$ cat config.mk
export PLATFORM = sky130hd
export DESIGN_NAME = ffbp_cell
export DESIGN_NICKNAME = d
export VERILOG_FILES = /design/src/rtl/ffbp_pkg.sv /design/src/rtl/ffbp_cell.sv
export SDC_FILE = /design/constraint.sdc
export NUM_CORES = 1
export LEC_CHECK = 0
export BUFFER_PORTS_ARGS = -buffer_cell sky130_fd_sc_hd__buf_2
export CAP_MARGIN = 20
export CORE_AREA = 2 2 105 107
export DETAILED_ROUTE_END_ITERATION = 7
export DIE_AREA = 0 0 107 109
export REMOVE_ABC_BUFFERS = 1
export SLEW_MARGIN = 30
export SYNTH_ARGS = -nofsm -noshare
export SYNTH_HDL_FRONTEND = slang
export SYNTH_SLANG_ARGS = --single-unit
$ cat constraint.sdc
create_clock -name i_clk -period 9.5 [get_ports i_clk]
set_input_delay 1.425 -clock i_clk [delete_from_list [all_inputs] [get_ports i_clk]]
set_output_delay 1.425 -clock i_clk [all_outputs]
set_load 0.02 [all_outputs]
$ cat src/rtl/ffbp_pkg.sv
// Package for the first-fit bin packer: transaction structs, the token control group
// that travels along the cell chain, and fixed field widths. No dependencies.
package ffbp_pkg;

    localparam int CAP_W     = 16;
    localparam int TYPE_W    = 10;
    localparam int WEIGHT_W  = 16;
    localparam int COPIES_W  = 7;
    localparam int BIN_IDX_W = 8;
    localparam int USED_W    = 9;

    localparam logic [COPIES_W-1:0] MAX_COPIES = 7'd64;
    localparam logic [CAP_W-1:0]    CAP_RESET  = 16'hFFFF;

    typedef struct packed {
        logic                start_req;
        logic [TYPE_W-1:0]   item_type;
        logic [WEIGHT_W-1:0] weight;
        logic [COPIES_W-1:0] copies;
    } t_in_item;

    typedef struct packed {
        logic [BIN_IDX_W-1:0] bin_index;
        logic [TYPE_W-1:0]    placed_type;
        logic                 opened_new;
        logic                 oversize;
        logic                 table_full;
        logic [USED_W-1:0]    bins_used;
        logic                 last;
    } t_out_item;

    typedef struct packed {
        logic valid;
        logic clr;
        logic has_res;
        logic last;
        logic placed;
        logic opened;
        logic over;
    } t_tok_ctrl;

endpackage

$ cat src/rtl/ffbp_cell.sv
// One bin of the first-fit chain: holds the bin's load and open flag and passes
// the copy token on to the next cell. Depends on ffbp_pkg.
module ffbp_cell import ffbp_pkg::*; #(
    parameter int INDEX       = 0,
    parameter int IDX_W       = 8,
    parameter int WEIGHT_BITS = 16
) (
    input  logic                   i_clk,
    input  logic                   i_rst_n,
    input  logic                   i_adv,
    input  logic [CAP_W-1:0]       i_cap,
    input  t_tok_ctrl              i_ctl,
    input  logic [IDX_W-1:0]       i_idx,
    input  logic [WEIGHT_BITS-1:0] i_w,
    input  logic [TYPE_W-1:0]      i_type,
    output t_tok_ctrl              o_ctl,
    output logic [IDX_W-1:0]       o_idx,
    output logic [WEIGHT_BITS-1:0] o_w,
    output logic [TYPE_W-1:0]      o_type
);

    localparam int CW = ((WEIGHT_BITS > CAP_W) ? WEIGHT_BITS : CAP_W) + 1;

    logic                   r_open;
    logic [WEIGHT_BITS-1:0] r_load;
    t_tok_ctrl              r_ctl;
    logic [IDX_W-1:0]       r_idx;
    logic [WEIGHT_BITS-1:0] r_w;
    logic [TYPE_W-1:0]      r_type;

    logic                   n_open;
    logic [WEIGHT_BITS-1:0] n_load;
    t_tok_ctrl              n_ctl;
    logic [IDX_W-1:0]       n_idx;
    logic                   open_eff;
    logic                   want;
    logic [CW-1:0]          sum;
    logic                   fit;

    always_comb begin
        open_eff = r_open && !(i_ctl.valid && i_ctl.clr);
        want     = i_ctl.valid && i_ctl.has_res && !i_ctl.placed;
        sum      = CW'(r_load) + CW'(i_w);
        fit      = sum <= CW'(i_cap);
        n_open   = open_eff;
        n_load   = r_load;
        n_ctl    = i_ctl;
        n_idx    = i_idx;
        if (want) begin
            if (open_eff && fit) begin
                n_load       = sum[WEIGHT_BITS-1:0];
                n_ctl.placed = 1'b1;
                n_idx        = IDX_W'(INDEX);
            end else if (!open_eff) begin
                n_open       = 1'b1;
                n_load       = i_w;
                n_ctl.placed = 1'b1;
                n_ctl.opened = 1'b1;
                n_ctl.over   = CW'(i_w) > CW'(i_cap);
                n_idx        = IDX_W'(INDEX);
            end
        end
    end

    always_ff @(posedge i_clk) begin
        if (!i_rst_n) begin
            r_open <= 1'b0;
            r_ctl  <= '0;
        end else if (i_adv) begin
            r_open <= n_open;
            r_ctl  <= n_ctl;
        end
    end

    always_ff @(posedge i_clk) begin
        if (i_adv) begin
            r_load <= n_load;
            r_idx  <= n_idx;
            r_w    <= i_w;
            r_type <= i_type;
        end
    end

    assign o_ctl  = r_ctl;
    assign o_idx  = r_idx;
    assign o_w    = r_w;
    assign o_type = r_type;

endmodule

==> metrics.cfg <==
[clock_tree]
cts_max_level = 3
cts_buffers = 9
hold_buffers = 0
cts_tree = done
clock-sinks = 58
cts_setup_buffers = 0
ctsLongestPathBuffers = 2
cts_resized = 0
clk_pin_slew_worst_paths_ns = 0.06
clock-root-buffer = clkbuf_8
insertion_delay_ns = 0.34

[finish]
stdcell_count = 568
seq_area_um2 = 1662
synthToLayoutAreaGrowth_pct = 23.72
antenna_cells = 0
most-common-layout-cells = 100 x buf_2, 50 x edfxtp_1, 48 x ha_1
nets = 532
post-route-util_pct = 42.35
multi_input_area_um2 = 1866
num-fill-cells = 1022
fin_area_um2 = 4491
final_common_cell = buf_2
drive_gt1_share_pct = 32.01

[grt]
antenna_found_initial = 0
grt_max_degree = 47
grt.overflow.total = 0
grt_pass1_vias = 2714
track_usage_pct = 14.81
grt_pass1_wl_mm = 13.14

[synthesis]
synth_seq_area_share_pct = 45.78
synthTopCellsByArea = edfxtp_1 41%, ha_1 17%, dfxtp_1 4.4%
synth_cells = 312
ys_warn_count = 0
synth-edff-count = 50
synth_cell_type_count = 42
syn_avg_cell_area_um2 = 11.63
synth_top_area_cell = edfxtp_1
synth_top_flop_cell = edfxtp_1
synth.cell_area_um2 = 3630
synth_top_area_share_pct = 41.37
synth_seq_cells = 58
async_flop_share_pct = 0

[min_path]
worstHoldStart = r_open
hp-class = flop to flop

[timing]
period_minus_slack_ns = 5.431
final.setup_skew_ns = 0.006109
setup_tns_ns = 0
setup_viol = 0
slew_headroom_pct = 58.23
drv_slew = 0
fin_crit_sh_pct = 57.16
rsz0062_at_grt = no
hold_viol_final = 0
timing.fmax_mhz = 184.1
max_slew.worst_pin.slew_ns = 0.6245

[floorplanning]
core_area_um2 = 10600
die_w_um = 107
die_h_um = 109
start_util_pct = 34.23
io_pins = 101
dieArea_um2 = 11660
rows = 38

[power_and_ir_drop]
swShare_pct = 27.84
p_int_mw = 0.4730
power.share.combinational_pct = 22.0
p_leak_nw = 2.010
p_sw_mw = 0.1825
p_per_area_nw_per_um2 = 146.0
vdd_drop_max_mv = 0.05692
p_clk_share_pct = 32.8
pwr-share-seq_pct = 45.2

[placement]
place_hpwl_mm = 6.691
place_area_um2 = 4307
port-buffer-count = 100
dp_cells = 552
gp_congestion = 0.8561

[run]
cap_violations = 0

[detailed_routing]
drt-pass1-iter-count = 4
drt-initial-drc-count = 86
wl_per_cell_um = 14.85
vias = 2722
avgViaCountPerCell = 4.792
routed_wirelength_mm = 8.432
ant_nets = 0
drc = 0

[status]
outcome = complete, no violations

[setup_path]
path_class = primary input to flop
required_ns = 9.48
critPathLaunchType = primary input
critPathMaxFanout = 16
arrival_ns = 5.41
worstReg2RegStart = r_load[0]
startpoint = i_w[0]
cp-end-kind = flop

==> worst max-delay path, stage by stage <==
cell	delay, ns
buf_2	0.11
ha_1	0.22
fa_1	0.41
a21oi_1	0.26
o22ai_2	0.14
a31oi_1	0.26
or3_4	0.20
o21ai_0	0.12
xor2_1	0.21
ha_1	0.28
a21o_1	0.18
a21oi_1	0.15
o2bb2ai_1	0.13
nand3_1	0.21
o21bai_1	0.49
nor2b_4	0.59
==> final timing paths <==
path               end  slack [ns]  cells after the start
max          r_load[4]        4.07                     16
min             r_open        0.49                      2
max reg2reg  r_load[4]        4.88                     15
min reg2reg     r_open        0.49                      2
==> Yosys cell counts (8+ instances only) <==
cell and n:
nor2b_1 10, a21boi_0 11, nand3_1 11, dfxtp_1 8
nand2_1 22, edfxtp_1 50, nor2_1 14, mux2_4 9
ha_1 48, o21ai_0 16, a21oi_1 21, inv_1 23
==> cell type report <==
type | instances | share of cell area (%)
clock buffers | 13 | 3.093
multi-input cells | 229 | 41.54
clock inverters | 3 | 0.8916
well taps | 140 | 3.901
inverters | 23 | 1.923
repair buffers | 102 | 11.65
flip-flops and latches | 58 | 37.00
==> state kept, by name, summed over array words and instances (netlist names) <==
register  flops
o_ctl         7
o_idx         8
o_type       10
o_w          16
r_load       16
r_open        1
==> power by group through the flow <==
stage,clock [mW],sequential [mW],combinational (mW)
after CTS,0.224,0.297,0.145
after global placement,0,0.302,0.143
after global routing,0.234,0.297,0.162
final,0.215,0.296,0.144
after floorplan,0,0.320,0.0735
after detailed placement,0,0.302,0.144
==> metrics by stage <==
step | hold WS (ns) | worst slack, ns | power, mW
after floorplan | 0.4575 | 4.153 | 0.3931
after global placement | 0.4678 | 3.667 | 0.4448
after detailed placement | 0.4880 | 3.517 | 0.4459
after CTS | 0.4967 | 3.825 | 0.6655
after global routing | 0.5357 | 3.771 | 0.6925
final | 0.4884 | 4.069 | 0.6555
==> logic make-up after synthesis <==
family	synth area share [%]
XOR/XNOR	3.137
buffers and inverters	3.033
AND/OR/NAND/NOR	9.721
AO/OA/AOI/OAI	14.27
multiplexers	6.963
flip-flops	45.78
adder cells (fa/ha/maj)	17.10
==> layer usage <==
metal	track usage (%)	vias to the layer above	routed length (um)
met5	0	-	0
met4	5.380	0	157
met1	17.50	1233	3740
li1	-	1391	-
met2	26.02	82	4039
met3	3.825	16	494
Power figures use the tool's default switching activity.
