File: src/rtl/ffbp_pkg.sv
// Package for the first-fit bin packer: transaction structs, the token control group
// that travels along the cell chain, and fixed field widths. No dependencies.
package ffbp_pkg;

    localparam int CAP_W     = 16;
    localparam int TYPE_W    = 10;
    localparam int WEIGHT_W  = 16;
    localparam int COPIES_W  = 7;
    localparam int BIN_IDX_W = 8;
    localparam int USED_W    = 9;

    localparam logic [COPIES_W-1:0] MAX_COPIES = 7'd64;
    localparam logic [CAP_W-1:0]    CAP_RESET  = 16'hFFFF;

    typedef struct packed {
        logic                start_req;
        logic [TYPE_W-1:0]   item_type;
        logic [WEIGHT_W-1:0] weight;
        logic [COPIES_W-1:0] copies;
    } t_in_item;

    typedef struct packed {
        logic [BIN_IDX_W-1:0] bin_index;
        logic [TYPE_W-1:0]    placed_type;
        logic                 opened_new;
        logic                 oversize;
        logic                 table_full;
        logic [USED_W-1:0]    bins_used;
        logic                 last;
    } t_out_item;

    typedef struct packed {
        logic valid;
        logic clr;
        logic has_res;
        logic last;
        logic placed;
        logic opened;
        logic over;
    } t_tok_ctrl;

endpackage

File: src/rtl/ffbp_feed.sv
// Input stage of the packer: takes one item transaction and issues one token per
// copy into the cell chain. Depends on ffbp_pkg.
module ffbp_feed import ffbp_pkg::*; #(
    parameter int WEIGHT_BITS = 16
) (
    input  logic                   i_clk,
    input  logic                   i_rst_n,
    input  logic                   i_adv,
    input  logic                   i_in_valid,
    output logic                   o_in_ready,
    input  t_in_item               i_in_item,
    output t_tok_ctrl              o_ctl,
    output logic [WEIGHT_BITS-1:0] o_w,
    output logic [TYPE_W-1:0]      o_type
);

    localparam int EW = (WEIGHT_BITS > WEIGHT_W) ? WEIGHT_BITS : WEIGHT_W;

    logic                   r_busy;
    logic                   r_clr;
    logic [COPIES_W-1:0]    r_rem;
    logic [WEIGHT_BITS-1:0] r_w;
    logic [TYPE_W-1:0]      r_type;

    logic                   emit_last;
    logic                   accept;
    logic [COPIES_W-1:0]    n_rem;
    logic [EW-1:0]          w_ext;

    always_comb begin
        emit_last  = r_busy && (r_rem <= COPIES_W'(1));
        o_in_ready = !r_busy || (i_adv && emit_last);
        accept     = i_in_valid && o_in_ready;
        n_rem      = (i_in_item.copies > MAX_COPIES) ? MAX_COPIES : i_in_item.copies;
        w_ext      = EW'(i_in_item.weight);
        o_ctl         = '0;
        o_ctl.valid   = r_busy;
        o_ctl.clr     = r_clr;
        o_ctl.has_res = r_rem != '0;
        o_ctl.last    = r_rem == COPIES_W'(1);
        o_w    = r_w;
        o_type = r_type;
    end

    always_ff @(posedge i_clk) begin
        if (!i_rst_n) begin
            r_busy <= 1'b0;
            r_clr  <= 1'b0;
            r_rem  <= '0;
        end else begin
            if (i_adv && r_busy) begin
                r_clr <= 1'b0;
                if (emit_last) begin
                    r_busy <= 1'b0;
                    r_rem  <= '0;
                end else begin
                    r_rem <= r_rem - COPIES_W'(1);
                end
            end
            if (accept) begin
                r_busy <= 1'b1;
                r_clr  <= i_in_item.start_req;
                r_rem  <= n_rem;
            end
        end
    end

    always_ff @(posedge i_clk) begin
        if (accept) begin
            r_w    <= w_ext[WEIGHT_BITS-1:0];
            r_type <= i_in_item.item_type;
        end
    end

endmodule

File: config.mk
export PLATFORM = sky130hd
export DESIGN_NAME = ffbp_feed
export DESIGN_NICKNAME = d
export VERILOG_FILES = /design/src/rtl/ffbp_pkg.sv /design/src/rtl/ffbp_feed.sv
export SDC_FILE = /design/constraint.sdc
export NUM_CORES = 1
export LEC_CHECK = 0
export BUFFER_PORTS_ARGS = -buffer_cell sky130_fd_sc_hd__buf_2
export CAP_MARGIN = 30
export CELL_PAD_IN_SITES_DETAIL_PLACEMENT = 1
export CELL_PAD_IN_SITES_GLOBAL_PLACEMENT = 2
export CORE_ASPECT_RATIO = 0.7
export CORE_UTILIZATION = 27
export CTS_BUF_LIST = sky130_fd_sc_hd__clkbuf_16
export CTS_CLUSTER_SIZE = 20
export DETAILED_ROUTE_END_ITERATION = 6
export PLACE_DENSITY = 0.78
export SKIP_LAST_GASP = 1
export SYNTH_ARGS = -nofsm -noshare
export SYNTH_HDL_FRONTEND = slang
export SYNTH_SLANG_ARGS = --single-unit
File: constraint.sdc
create_clock -name i_clk -period 3.19 [get_ports i_clk]
set_clock_uncertainty 0.2 [all_clocks]
set_input_delay 0.1595 -clock i_clk [delete_from_list [all_inputs] [get_ports i_clk]]
set_output_delay 0.1595 -clock i_clk [all_outputs]
set_load 0.03 [all_outputs]
==> impl_metrics.tcl <==
set metrics [dict create \
    sequentialPowerShare 0.428 \
    cp.arrival_ns 2.36 \
    nNetsFinal 257 \
    numCtsBuffers 5 \
    postCtsSetupBuffers 0 \
    die_y_um 63.9 \
    port_buffers 68 \
    grt_usage 0.167 \
    drt_iter0_markers 71 \
    yosysTopAreaCell "edfxtp_1" \
    cts_tree "built" \
    end_kind "register" \
    fp.dieW_um 90.4 \
    cts_sinks 35 \
    leakage_nw 0.980 \
    vias 1300 \
    p_comb_frac 0.224 \
    fin_crit_sh 0.833 \
    cts_root_buffer "clkbuf_16" \
    cpPeakStageDelay_ns 0.64 \
    cp.required_ns 2.90 \
    synthCells 112 \
    hold_viol_final 0 \
    antenna_found_initial 0 \
    drt-total-wl_um 4750 \
    postCtsResizedCells 0 \
    min_to "r_rem[0]" \
    netSwitchingPower_mw 0.373 \
    dp_cells 249 \
    grt_max_degree 27 \
    ys_types 38 \
    cpMaxStageDelayCell "and2_2" \
    syn_area_um2 1480 \
    worst_slew_pin_slew_ns 0.630 \
    yosys.area.top_type_share 0.529 \
    num_rows 22 \
    cts_htree_levels 2 \
    clockPowerShare 0.349 \
    switching_share 0.288 \
    r2r_start "r_rem[2]" \
    ios 72 \
    core_area_um2 5260 \
    area_growth_pct 58.1 \
    path_class "register to register" \
    start_util 0.281 \
    yosys_warnings 0 \
    maxSlewViolCount 0 \
    cap_violations 0 \
    peakVddDrop_v 0.000249 \
    synthTopCellsByArea "edfxtp_1 53%, dfxtp_1 12%, inv_1 2.8%" \
    synth_area_per_cell_um2 13.2 \
    critPathLaunch "r_rem[2]" \
    gr-total-overflow 0 \
    grt_setup_unrepaired "false" \
    final.setup.worst_slack_ns 0.534 \
    worstHoldStart "i_in_item[0]" \
    drc 0 \
    whs_path_depth 3 \
    routabilityCongestion 0.715 \
    setup_viol 0 \
    r2r_setup_slack_ns 0.53 \
    grt_pass1_vias 1364 \
    path_cells "or4_4 > o41ai_4 > and2_2" \
    slew_headroom 0.576 \
    grt_pass1_wl_um 7240 \
    clock_latency_ns 0.27 \
    hp-class "input port to register" \
    vias_per_cell 4.51 \
    power_density_nw_per_um2 555 \
    ys_ff_latch 35 \
    drive_above_1_share 0.394 \
    cts.path.max_buffers 2 \
    die-area_um2 5770 \
    fin_crit_ns 2.66 \
    antennaDiodeCount 0 \
    crit_path_max_fanout 26 \
    synth_seq_area_share 0.651 \
    place_ws_ns 0.549 \
    drtAntennaViolNets 0 \
    layout_commonest_cell "buf_2" \
    reg2reg_to "o_type[4]" \
    status "complete, no violations" \
    cts.clk_slew.worst_paths_ns 0.05 \
    final_cell_mix "68 x buf_2, 32 x dlygate4sd3_1, 26 x edfxtp_1" \
    dp_hpwl_um 3060 \
    ff2ff_path_depth 3 \
    fin_setup_tns_ns 0 \
    drt-pass1-iter-count 4 \
    fmax_mhz 377 \
    startpoint_type "register" \
    intPower_mw 0.921 \
    final_cells 288 \
    wl_per_cell_um 16.5 \
]
[final cells by class]
| class | count | area [um2] |
|---|---|---|
| clock buffer | 5 | 125 |
| clock inverter | 2 | 8.76 |
| fill | 602 | 2920 |
| inverter | 11 | 41.3 |
| multi-input combinational | 62 | 440 |
| sequential | 35 | 961 |
| tap | 72 | 90.1 |
| timing repair buffer | 101 | 668 |
[routing by layer]
layer	global-route usage	wire length, um	up-vias
li1	-	-	624
met1	0.194	1930	634
met2	0.305	2560	32
met3	0.0286	144	10
met4	0.0746	119	0
met5	0	0	-
[what timing repair did]
| item | 4_1_cts | 5_1_grt |
|---|---|---|
| endpoints found under the setup margin | 0 | 0 |
| hold buffers | 32 | 0 |
| endpoints found under the hold margin | 32 | 0 |
[critical path, delay by kind of cell (launching register included)]
| kind | cells | cell delay, ns |
|---|---|---|
| AO/OA/AOI/OAI | 1 | 0.50 |
| AND/OR/NAND/NOR | 2 | 1.23 |
| flip-flops | 1 | 0.36 |
[logic make-up after synthesis]
group                    Yosys count  synth area share
AO/OA/AOI/OAI                     20             0.120
AND/OR/NAND/NOR                   32             0.119
adder cells (fa/ha/maj)            3            0.0254
XOR/XNOR                           2            0.0119
other                              1           0.00254
multiplexers                       2            0.0144
flip-flops                        35             0.651
buffers and inverters             17            0.0559
[how the worst max path moves through the flow]
| stage | to | cells after the start | slack (ns) |
|---|---|---|---|
| after global placement | o_w[4] | 3 | 0.60 |
| after floorplan | o_type[0] | 3 | 0.52 |
| final | o_type[4] | 3 | 0.53 |
| after global routing | o_w[1] | 3 | 0.44 |
| after detailed placement | o_type[4] | 3 | 0.55 |
| after CTS | o_type[6] | 3 | 0.54 |
[sequential cells by signal, summed over array words and instances (netlist names)]
| register | cells |
|---|---|
| o_type | 10 |
| o_w | 16 |
| r_busy | 1 |
| r_clr | 1 |
| r_rem | 7 |
[synthesized netlist by cell type]
master / n
edfxtp_1: 26
inv_1: 11
dfxtp_1: 9
nand3_1: 7
nand2_1: 6
buf_4: 5
nor2_1: 5
a31oi_1: 4
ha_1: 3
nor4_1: 3
o21ai_0: 3
and3_1: 2
o221ai_1: 2
xnor2_1: 2
a211o_1: 1
a21oi_1: 1
a221oi_1: 1
a221oi_2: 1
a311o_1: 1
a31o_2: 1
a32oi_1: 1
and2_2: 1
buf_1: 1
conb_1: 1
mux2_2: 1
mux2i_1: 1
nand4_1: 1
nand4b_1: 1
nor3_1: 1
o2111ai_1: 1
o21ba_2: 1
o311ai_0: 1
o41ai_4: 1
or2_2: 1
or3_1: 1
or3_2: 1
or4_2: 1
or4_4: 1
[power groups by stage]
stage,combinational (mW),sequential [mW],clock [mW]
floorplan,0.127,0.605,0
global placement,0.254,0.558,0
detailed placement,0.253,0.561,0
CTS,0.286,0.552,0.456
global route,0.308,0.558,0.482
finish,0.289,0.554,0.451
[per-stage QoR]
step	power [mW]	utilization	hold WS (ns)	instance area, um2
final	1.29	0.444	0.0133	2330
after global routing	1.35	0.444	0.0354	2330
after CTS	1.29	0.444	0.0202	2330
after detailed placement	0.814	0.358	0.138	1880
after global placement	0.812	0.358	0.136	1880
after floorplan	0.731	-	0.0584	1480
Note: power is estimated with default switching activity, not from simulation.
